==> src/drst_pkg.sv <==
package drst_pkg;

    localparam int NUM_SLOTS_DEF = 8;

    localparam int ADDR_W   = 32;
    localparam int UNIV_W   = 16;
    localparam int DELAY_W  = 10;
    localparam int IDX_W    = 3;
    localparam int KIND_W   = 2;
    localparam int TICK_W   = 64;
    localparam int STAT_PH_W = 4;
    localparam int DISC_PH_W = 14;
    localparam int PERF_PH_W = 13;

    localparam logic [KIND_W-1:0] KIND_ACK   = 2'd0;
    localparam logic [KIND_W-1:0] KIND_REPLY = 2'd1;
    localparam logic [KIND_W-1:0] KIND_SUM   = 2'd2;

    localparam logic MODE_SCHED = 1'b0;
    localparam logic MODE_TICK  = 1'b1;

    typedef enum logic [1:0] {
        ST_IDLE,
        ST_ACK,
        ST_SCAN,
        ST_SUM
    } t_state;

    typedef struct packed {
        logic               sched;
        logic               tick;
        logic               shift;
        logic [ADDR_W-1:0]  addr;
        logic [UNIV_W-1:0]  univ;
        logic [DELAY_W-1:0] delay;
    } t_cell_cmd;

    typedef struct packed {
        logic             hit;
        logic [IDX_W-1:0] idx;
    } t_find;

    typedef struct packed {
        logic              pend;
        logic [ADDR_W-1:0] addr;
        logic [UNIV_W-1:0] univ;
        logic [IDX_W-1:0]  idx;
    } t_emit;

endpackage

==> src/delayed_reply_slot_timer.sv <==
// Delayed-reply slot timer with NUM_SLOTS slots held in a row of cells.
// Input channel: i_valid with o_stall; a beat carries i_mode, i_source_addr,
// i_universe and i_delay_ticks. Output channel: o_valid with i_stall; a beat
// carries one result, and o_last marks the final result of an input beat.
// A schedule beat (mode 0) writes the lowest free slot in the cycle it is
// accepted and yields one acknowledgement beat, which is registered from the
// ACK state. A tick beat (mode 1) counts every busy slot down and copies the
// expiring slots into the emission chain, which then shifts one cell per
// cycle toward slot 0 unless a stalled output holds an expired slot there;
// the summary beat follows the last shift. Reply beats leave in slot order.
// One input beat is in work at a time; o_stall is high from acceptance until
// the last result has been moved into the output register.
// When the receiver stalls, the output register holds its beat and the chain
// waits at the next expired slot.
// Synchronous reset frees all slots, clears the tick count, sets the status
// phase to 0 and the discovery and performance phases to 1.
module delayed_reply_slot_timer #(
    parameter int NUM_SLOTS = drst_pkg::NUM_SLOTS_DEF
) (
    input  logic                          i_clk,
    input  logic                          i_rst_n,
    input  logic                          i_valid,
    output logic                          o_stall,
    input  logic                          i_mode,
    input  logic [drst_pkg::ADDR_W-1:0]   i_source_addr,
    input  logic [drst_pkg::UNIV_W-1:0]   i_universe,
    input  logic [drst_pkg::DELAY_W-1:0]  i_delay_ticks,
    output logic                          o_valid,
    input  logic                          i_stall,
    output logic [drst_pkg::KIND_W-1:0]   o_kind,
    output logic                          o_accepted,
    output logic [drst_pkg::ADDR_W-1:0]   o_reply_addr,
    output logic [drst_pkg::UNIV_W-1:0]   o_reply_universe,
    output logic [drst_pkg::IDX_W-1:0]    o_slot_index,
    output logic                          o_status_due,
    output logic                          o_discovery_due,
    output logic                          o_perf_due,
    output logic [drst_pkg::TICK_W-1:0]   o_tick_count,
    output logic                          o_last
);
    import drst_pkg::*;

    localparam int CNT_W = (NUM_SLOTS > 1) ? $clog2(NUM_SLOTS) : 1;

    t_state              r_state, n_state;
    logic [CNT_W-1:0]    r_cnt, n_cnt;
    logic                r_ack_acc;
    logic [IDX_W-1:0]    r_ack_idx;
    logic [STAT_PH_W-1:0] r_stat_ph;
    logic [DISC_PH_W-1:0] r_disc_ph;
    logic [PERF_PH_W-1:0] r_perf_ph;
    logic [TICK_W-1:0]   r_elapsed;
    logic                r_flag_stat, r_flag_disc, r_flag_perf;

    logic                r_ovalid, n_ovalid;
    logic [KIND_W-1:0]   r_kind, n_kind;
    logic                r_acc, n_acc;
    logic [ADDR_W-1:0]   r_addr, n_addr;
    logic [UNIV_W-1:0]   r_univ, n_univ;
    logic [IDX_W-1:0]    r_idx, n_idx;
    logic                r_stat, n_stat;
    logic                r_disc, n_disc;
    logic                r_perf, n_perf;
    logic [TICK_W-1:0]   r_ticks, n_ticks;
    logic                r_last, n_last;

    logic                w_in_acc;
    logic                w_load;
    logic                w_step;
    logic                w_cnt_end;
    t_cell_cmd           w_cmd;
    t_find               w_find [NUM_SLOTS+1];
    t_emit               w_emit [NUM_SLOTS+1];

    assign w_in_acc  = i_valid && !o_stall;
    assign w_load    = !r_ovalid || !i_stall;
    assign w_step    = (r_state == ST_SCAN) && (!w_emit[0].pend || w_load);
    assign w_cnt_end = (r_cnt == CNT_W'(NUM_SLOTS - 1));

    assign w_find[0] = '0;
    assign w_emit[NUM_SLOTS] = '0;

    for (genvar g = 0; g < NUM_SLOTS; g++) begin : g_cell
        drst_cell u_cell (
            .i_clk   (i_clk),
            .i_rst_n (i_rst_n),
            .i_cmd   (w_cmd),
            .i_index (IDX_W'(g)),
            .i_find  (w_find[g]),
            .o_find  (w_find[g+1]),
            .i_emit  (w_emit[g+1]),
            .o_emit  (w_emit[g])
        );
    end

    always_comb begin
        n_state = r_state;
        case (r_state)
            ST_IDLE: begin
                if (w_in_acc) begin
                    n_state = (i_mode == MODE_TICK) ? ST_SCAN : ST_ACK;
                end
            end
            ST_ACK: begin
                if (w_load) begin
                    n_state = ST_IDLE;
                end
            end
            ST_SCAN: begin
                if (w_step && w_cnt_end) begin
                    n_state = ST_SUM;
                end
            end
            ST_SUM: begin
                if (w_load) begin
                    n_state = ST_IDLE;
                end
            end
            default: n_state = ST_IDLE;
        endcase
    end

    always_comb begin
        o_stall     = (r_state != ST_IDLE);
        w_cmd.sched = w_in_acc && (i_mode == MODE_SCHED);
        w_cmd.tick  = w_in_acc && (i_mode == MODE_TICK);
        w_cmd.shift = w_step;
        w_cmd.addr  = i_source_addr;
        w_cmd.univ  = i_universe;
        w_cmd.delay = (i_delay_ticks == '0) ? DELAY_W'(1) : i_delay_ticks;

        n_cnt = r_cnt;
        if (r_state == ST_IDLE) begin
            n_cnt = '0;
        end else if (w_step) begin
            n_cnt = r_cnt + CNT_W'(1);
        end

        n_ovalid = r_ovalid;
        n_kind   = r_kind;
        n_acc    = r_acc;
        n_addr   = r_addr;
        n_univ   = r_univ;
        n_idx    = r_idx;
        n_stat   = r_stat;
        n_disc   = r_disc;
        n_perf   = r_perf;
        n_ticks  = r_ticks;
        n_last   = r_last;
        if (w_load) begin
            n_ovalid = 1'b0;
            n_acc    = 1'b0;
            n_addr   = '0;
            n_univ   = '0;
            n_idx    = '0;
            n_stat   = 1'b0;
            n_disc   = 1'b0;
            n_perf   = 1'b0;
            n_ticks  = '0;
            n_last   = 1'b0;
            case (r_state)
                ST_ACK: begin
                    n_ovalid = 1'b1;
                    n_kind   = KIND_ACK;
                    n_acc    = r_ack_acc;
                    n_idx    = r_ack_idx;
                    n_last   = 1'b1;
                end
                ST_SCAN: begin
                    n_ovalid = w_emit[0].pend;
                    n_kind   = KIND_REPLY;
                    n_addr   = w_emit[0].addr;
                    n_univ   = w_emit[0].univ;
                    n_idx    = w_emit[0].idx;
                end
                ST_SUM: begin
                    n_ovalid = 1'b1;
                    n_kind   = KIND_SUM;
                    n_stat   = r_flag_stat;
                    n_disc   = r_flag_disc;
                    n_perf   = r_flag_perf;
                    n_ticks  = r_elapsed;
                    n_last   = 1'b1;
                end
                default: n_ovalid = 1'b0;
            endcase
        end
    end

    always_ff @(posedge i_clk) begin
        if (!i_rst_n) begin
            r_state   <= ST_IDLE;
            r_cnt     <= '0;
            r_ovalid  <= 1'b0;
            r_stat_ph <= '0;
            r_disc_ph <= DISC_PH_W'(1);
            r_perf_ph <= PERF_PH_W'(1);
            r_elapsed <= '0;
        end else begin
            r_state  <= n_state;
            r_cnt    <= n_cnt;
            r_ovalid <= n_ovalid;
            if (w_cmd.tick) begin
                r_stat_ph <= r_stat_ph + STAT_PH_W'(1);
                r_disc_ph <= r_disc_ph + DISC_PH_W'(1);
                r_perf_ph <= r_perf_ph + PERF_PH_W'(1);
                r_elapsed <= r_elapsed + TICK_W'(1);
            end
        end
        if (w_cmd.sched) begin
            r_ack_acc <= w_find[NUM_SLOTS].hit;
            r_ack_idx <= w_find[NUM_SLOTS].hit ? w_find[NUM_SLOTS].idx : '0;
        end
        if (w_cmd.tick) begin
            r_flag_stat <= (r_stat_ph == '0);
            r_flag_disc <= (r_disc_ph == '0);
            r_flag_perf <= (r_perf_ph == '0);
        end
        r_kind  <= n_kind;
        r_acc   <= n_acc;
        r_addr  <= n_addr;
        r_univ  <= n_univ;
        r_idx   <= n_idx;
        r_stat  <= n_stat;
        r_disc  <= n_disc;
        r_perf  <= n_perf;
        r_ticks <= n_ticks;
        r_last  <= n_last;
    end

    assign o_valid          = r_ovalid;
    assign o_kind           = r_kind;
    assign o_accepted       = r_acc;
    assign o_reply_addr     = r_addr;
    assign o_reply_universe = r_univ;
    assign o_slot_index     = r_idx;
    assign o_status_due     = r_stat;
    assign o_discovery_due  = r_disc;
    assign o_perf_due       = r_perf;
    assign o_tick_count     = r_ticks;
    assign o_last           = r_last;

    a_drop_idx_zero: assert property (@(posedge i_clk) disable iff (!i_rst_n)
        o_valid && (o_kind == KIND_ACK) && !o_accepted |-> (o_slot_index == '0))
        else $error("dropped schedule reports a nonzero slot");

    a_reply_not_last: assert property (@(posedge i_clk) disable iff (!i_rst_n)
        o_valid && (o_kind == KIND_REPLY) |-> !o_last && !o_accepted && (o_tick_count == '0))
        else $error("reply beat carries summary or acknowledgement fields");

    a_scan_bound: assert property (@(posedge i_clk) disable iff (!i_rst_n)
        (r_state == ST_SCAN) |-> (32'(r_cnt) <= NUM_SLOTS - 1))
        else $error("emission chain counter ran past the last cell");

    a_sum_after_scan: assert property (@(posedge i_clk) disable iff (!i_rst_n)
        (r_state == ST_SUM) && !$past(r_state == ST_SUM) |-> $past(r_state == ST_SCAN))
        else $error("summary state entered without a chain pass");

endmodule

==> src/drst_cell.sv <==
module drst_cell (
    input  logic                         i_clk,
    input  logic                         i_rst_n,
    input  drst_pkg::t_cell_cmd          i_cmd,
    input  logic [drst_pkg::IDX_W-1:0]   i_index,
    input  drst_pkg::t_find              i_find,
    output drst_pkg::t_find              o_find,
    input  drst_pkg::t_emit              i_emit,
    output drst_pkg::t_emit              o_emit
);
    import drst_pkg::*;

    logic [DELAY_W-1:0] r_delay, n_delay;
    logic [ADDR_W-1:0]  r_addr, n_addr;
    logic [UNIV_W-1:0]  r_univ, n_univ;
    t_emit              r_emit, n_emit;
    logic               w_free;
    logic               w_take;

    assign w_free = (r_delay == '0);
    assign w_take = i_cmd.sched && !i_find.hit && w_free;

    always_comb begin
        if (i_find.hit || !w_free) begin
            o_find = i_find;
        end else begin
            o_find.hit = 1'b1;
            o_find.idx = i_index;
        end
    end

    always_comb begin
        n_delay = r_delay;
        n_addr  = r_addr;
        n_univ  = r_univ;
        if (w_take) begin
            n_delay = i_cmd.delay;
            n_addr  = i_cmd.addr;
            n_univ  = i_cmd.univ;
        end else if (i_cmd.tick && !w_free) begin
            n_delay = r_delay - DELAY_W'(1);
        end
    end

    always_comb begin
        n_emit = r_emit;
        if (i_cmd.tick) begin
            n_emit.pend = (r_delay == DELAY_W'(1));
            n_emit.addr = r_addr;
            n_emit.univ = r_univ;
            n_emit.idx  = i_index;
        end else if (i_cmd.shift) begin
            n_emit = i_emit;
        end
    end

    assign o_emit = r_emit;

    always_ff @(posedge i_clk) begin
        if (!i_rst_n) begin
            r_delay     <= '0;
            r_emit.pend <= 1'b0;
        end else begin
            r_delay <= n_delay;
            r_emit  <= n_emit;
        end
        r_addr <= n_addr;
        r_univ <= n_univ;
    end

endmodule

==> config.mk <==
export PLATFORM = sky130hd
export DESIGN_NAME = delayed_reply_slot_timer
export DESIGN_NICKNAME = d
export VERILOG_FILES = /design/src/drst_pkg.sv /design/src/delayed_reply_slot_timer.sv /design/src/drst_cell.sv
export SDC_FILE = /design/constraint.sdc
export NUM_CORES = 2
export LEC_CHECK = 0
export BUFFER_PORTS_ARGS = -buffer_cell sky130_fd_sc_hd__buf_2
export CORE_ASPECT_RATIO = 0.6
export CORE_MARGIN = 4
export CORE_UTILIZATION = 65
export CTS_CLUSTER_SIZE = 12
export DETAILED_ROUTE_END_ITERATION = 10
export PLACE_DENSITY = 0.86
export SETUP_SLACK_MARGIN = 0.05
export SYNTH_ARGS = -nofsm -noshare
export SYNTH_HDL_FRONTEND = slang
export SYNTH_HIERARCHICAL = 1
export SYNTH_SLANG_ARGS = --single-unit
export TNS_END_PERCENT = 30
==> constraint.sdc <==
create_clock -name i_clk -period 11.59 [get_ports i_clk]
set_input_delay 1.7385 -clock i_clk [delete_from_list [all_inputs] [get_ports i_clk]]
set_output_delay 1.7385 -clock i_clk [all_outputs]
set_load 0.05 [all_outputs]
==> qor.txt <==
DR DRC count: 0
Fin. Hold Viols: 0
Max Buffers Root-to-Sink: 3
Initial core utilization: 66.3%
Cell Rows: 73
Period minus WS final: 5.34 ns
Die extent in x: 345 um
Maximum VDD drop: 150 uV
Final Max Slew Viols: 0
Post-Synth Simple-Gate Area: 9.13%
CP Class: input port to flip-flop
Non-Filler Instances: 4077
Arr. time, crit path: 5.74 ns
Fmax: 187 MHz
Post-DP Area: 46400 um^2
Initial antenna violation count: 3
Post-Syn Area: 44300 um^2
Drt wl/cell: 22.2 um
Setup violations, final: 0
Synth Area in Compound Gates: 3.84%
Syn_area_per_cell: 15.7 um^2
Via count: 25000
CP Max Fanout: 140
Met1 usage: 34.9%
Crit share post-route: 46.0%
Total GRT Usage: 24.7%
DRT Pass-1 Iters: 5
Finished Cell Area: 49300 um^2
DR vias/cell: 6.13
Netlist cell types: 58
Cts hold-fix bufs: 0
Adder-cell share of the synthesized area: 0.904%
Yosys reg bits: 1110
Drt initial violations: 2635
Grt met2 use: 40.2%
Met3 usage: 4.37%
Post-synthesis mux area share: 11.7%
Area Growth Syn to Fin: 11.3%
Max-slew headroom: 26.0%
Resize count post-CTS: 0
Synth area leader: edfxtp_1
Placed insts: 3927
Most used flip-flop cell after synthesis: edfxtp_1
CTS tree: built
Leak pwr: 17.2 nW
Layout cell share with drive strength beyond 1: 26.2%
RSZ-0062 raised after global routing: false
Slew @ Worst Pin: 1.11 ns
Antenna Nets Post-Route: 0
CTS Buf Count: 103
Post-synth ARST share: 0%
First-pass GRT wire length: 141 mm
Sequential share of the synthesized area: 71.0%
Result of the run: complete, no violations
Setup_tns: 0 ns
Worst EP required: 12.00 ns
Number of flops mapped to enable cells by yosys: 921
Top cells by area, synth: edfxtp_1 (62%), mux2_2 (11%), dfxtp_1 (8.5%)
Clk sink count: 1110
Hold Crit Class: flip-flop to flip-flop
Crit start category: input port
XOR/XNOR share of the synthesized area: 1.30%
Post-CTS Setup Inserts: 0
Most common cell in the netlist: edfxtp_1
CTS Root Cell: clkbuf_16
Std-Cell Core Area: 66900 um^2
DP HPWL: 53.5 mm
Maxcap violations: 0
Vias in the first global route: 25300
Post-Syn Instances: 2826
Setup Skew: 0.0175 ns
Yosys warning count: 6
Post-synth top cells: edfxtp_1 (921), mux2_2 (432), dfxtp_1 (189)
Overall Power: 0.0117 W
Clock-pin slew on the worst setup and hold paths: 0.06 ns
Routability cong.: 0.900
Pwr Density: 237 nW/um^2
Largest net degree at the start of global routing: 141
Worst-Skew Late Latency: 0.66 ns
Gr ovfl total: 0
Crit. End Element: flip-flop
Post-synth top area share: 62.4%
IO Port Bufs: 186
Total wire length: 90.4 mm
Final net count: 3227
FF/Latch Area: 31400 um^2
H-tree levels: 3
Die area: 72500 um^2
Number of I/O pins: 187
Largest family of logic cells by synthesized area: multiplexers
Fillers: 3823
Hold Slack: 0.476 ns
Grt peak-use layer: met2
Multi-input logic area: 12400 um^2
Die height: 210 um
-- power breakdown --
group          switching [W]  total (W)  internal [W]
Sequential          0.000321    0.00553       0.00521
Combinational        0.00196    0.00313       0.00116
Clock                0.00137    0.00304       0.00168
Total                0.00365     0.0117       0.00805
-- state kept, by name (all words and copies together), names as in the netlist, 4 cells and up --
name	count
g_cell.u_cell/o_emit	416
g_cell.u_cell/r_addr	256
g_cell.u_cell/r_univ	128
g_cell.u_cell/r_delay	80
o_tick_count	64
r_elapsed	64
o_reply_addr	32
o_reply_universe	16
r_disc_ph	14
r_perf_ph	13
r_stat_ph	4
-- path summary, 6_finish.rpt --
| check | start | endpoint | cells past startpoint | slack, ns |
|---|---|---|---|---|
| hold reg to reg | r_cnt[2] | r_cnt[2] | 2 | 0.48 |
| setup / recovery | i_mode | g_cell[6].u_cell/o_emit[24] | 6 | 6.25 |
| hold / removal | r_cnt[2] | r_cnt[2] | 2 | 0.48 |
| setup reg to reg | r_state[0] | g_cell[6].u_cell/o_emit[24] | 7 | 6.64 |
-- final cells by class --
class                      count  share of cell area [%]
multi-input combinational   1625                    25.1
clock inverter                 6                   0.216
timing repair buffer         214                    2.31
clock buffer                 143                    5.66
tap                          900                    2.28
antenna                        1                 0.00508
inverter                      78                   0.609
sequential                  1110                    63.8
-- kinds of logic (layout without fill, tap and decap cells) --
logic type,after synthesis,after routing
compound gates,259,259
xor+xnor,66,66
fa+ha+maj,32,32
buf+inv,195,441
flops,1110,1110
mux,465,465
other cells,2,107
simple gates,697,697
-- cells in the final DEF, fill, tap and decap left out, types with 33 or more instances in the layout --
cell / Yosys / final
mux2_2: 432 / 432
and2_1: 130 / 130
or3_1: 33 / 33
dfxtp_1: 189 / 189
a21oi_1: 90 / 90
nand3_1: 53 / 53
o21ai_0: 44 / 44
buf_2: 1 / 186
edfxtp_1: 921 / 921
clkbuf_16: 0 / 105
nor2_1: 142 / 134
nand4_1: 45 / 45
nand2_1: 105 / 104
clkbuf_1: 89 / 36
xor2_1: 40 / 40
mux2i_1: 33 / 33
inv_1: 76 / 68
conb_1: 2 / 106
-- stage by stage --
stage,setup WS [ns],util [%]
final,6.25,73.7
after global routing,6.21,73.7
after CTS,6.44,73.7
after detailed placement,5.76,69.4
after global placement,5.90,69.4
after floorplan,5.60,-
-- routing by layer --
metal / share of wire [%] / up-vias
met5: 0.081 / -
met1: 42 / 12500
met2: 48 / 1085
li1: - / 11200
met3: 7.6 / 212
met4: 2.5 / 4
-- worst max-delay path: stages --
cell,delay (ns)
buf_2,0.12
nand3_2,0.38
inv_8,0.74
buf_4,0.90
buf_4,0.97
mux2_2,0.43
No activity file was read; power rests on OpenSTA's default activity.
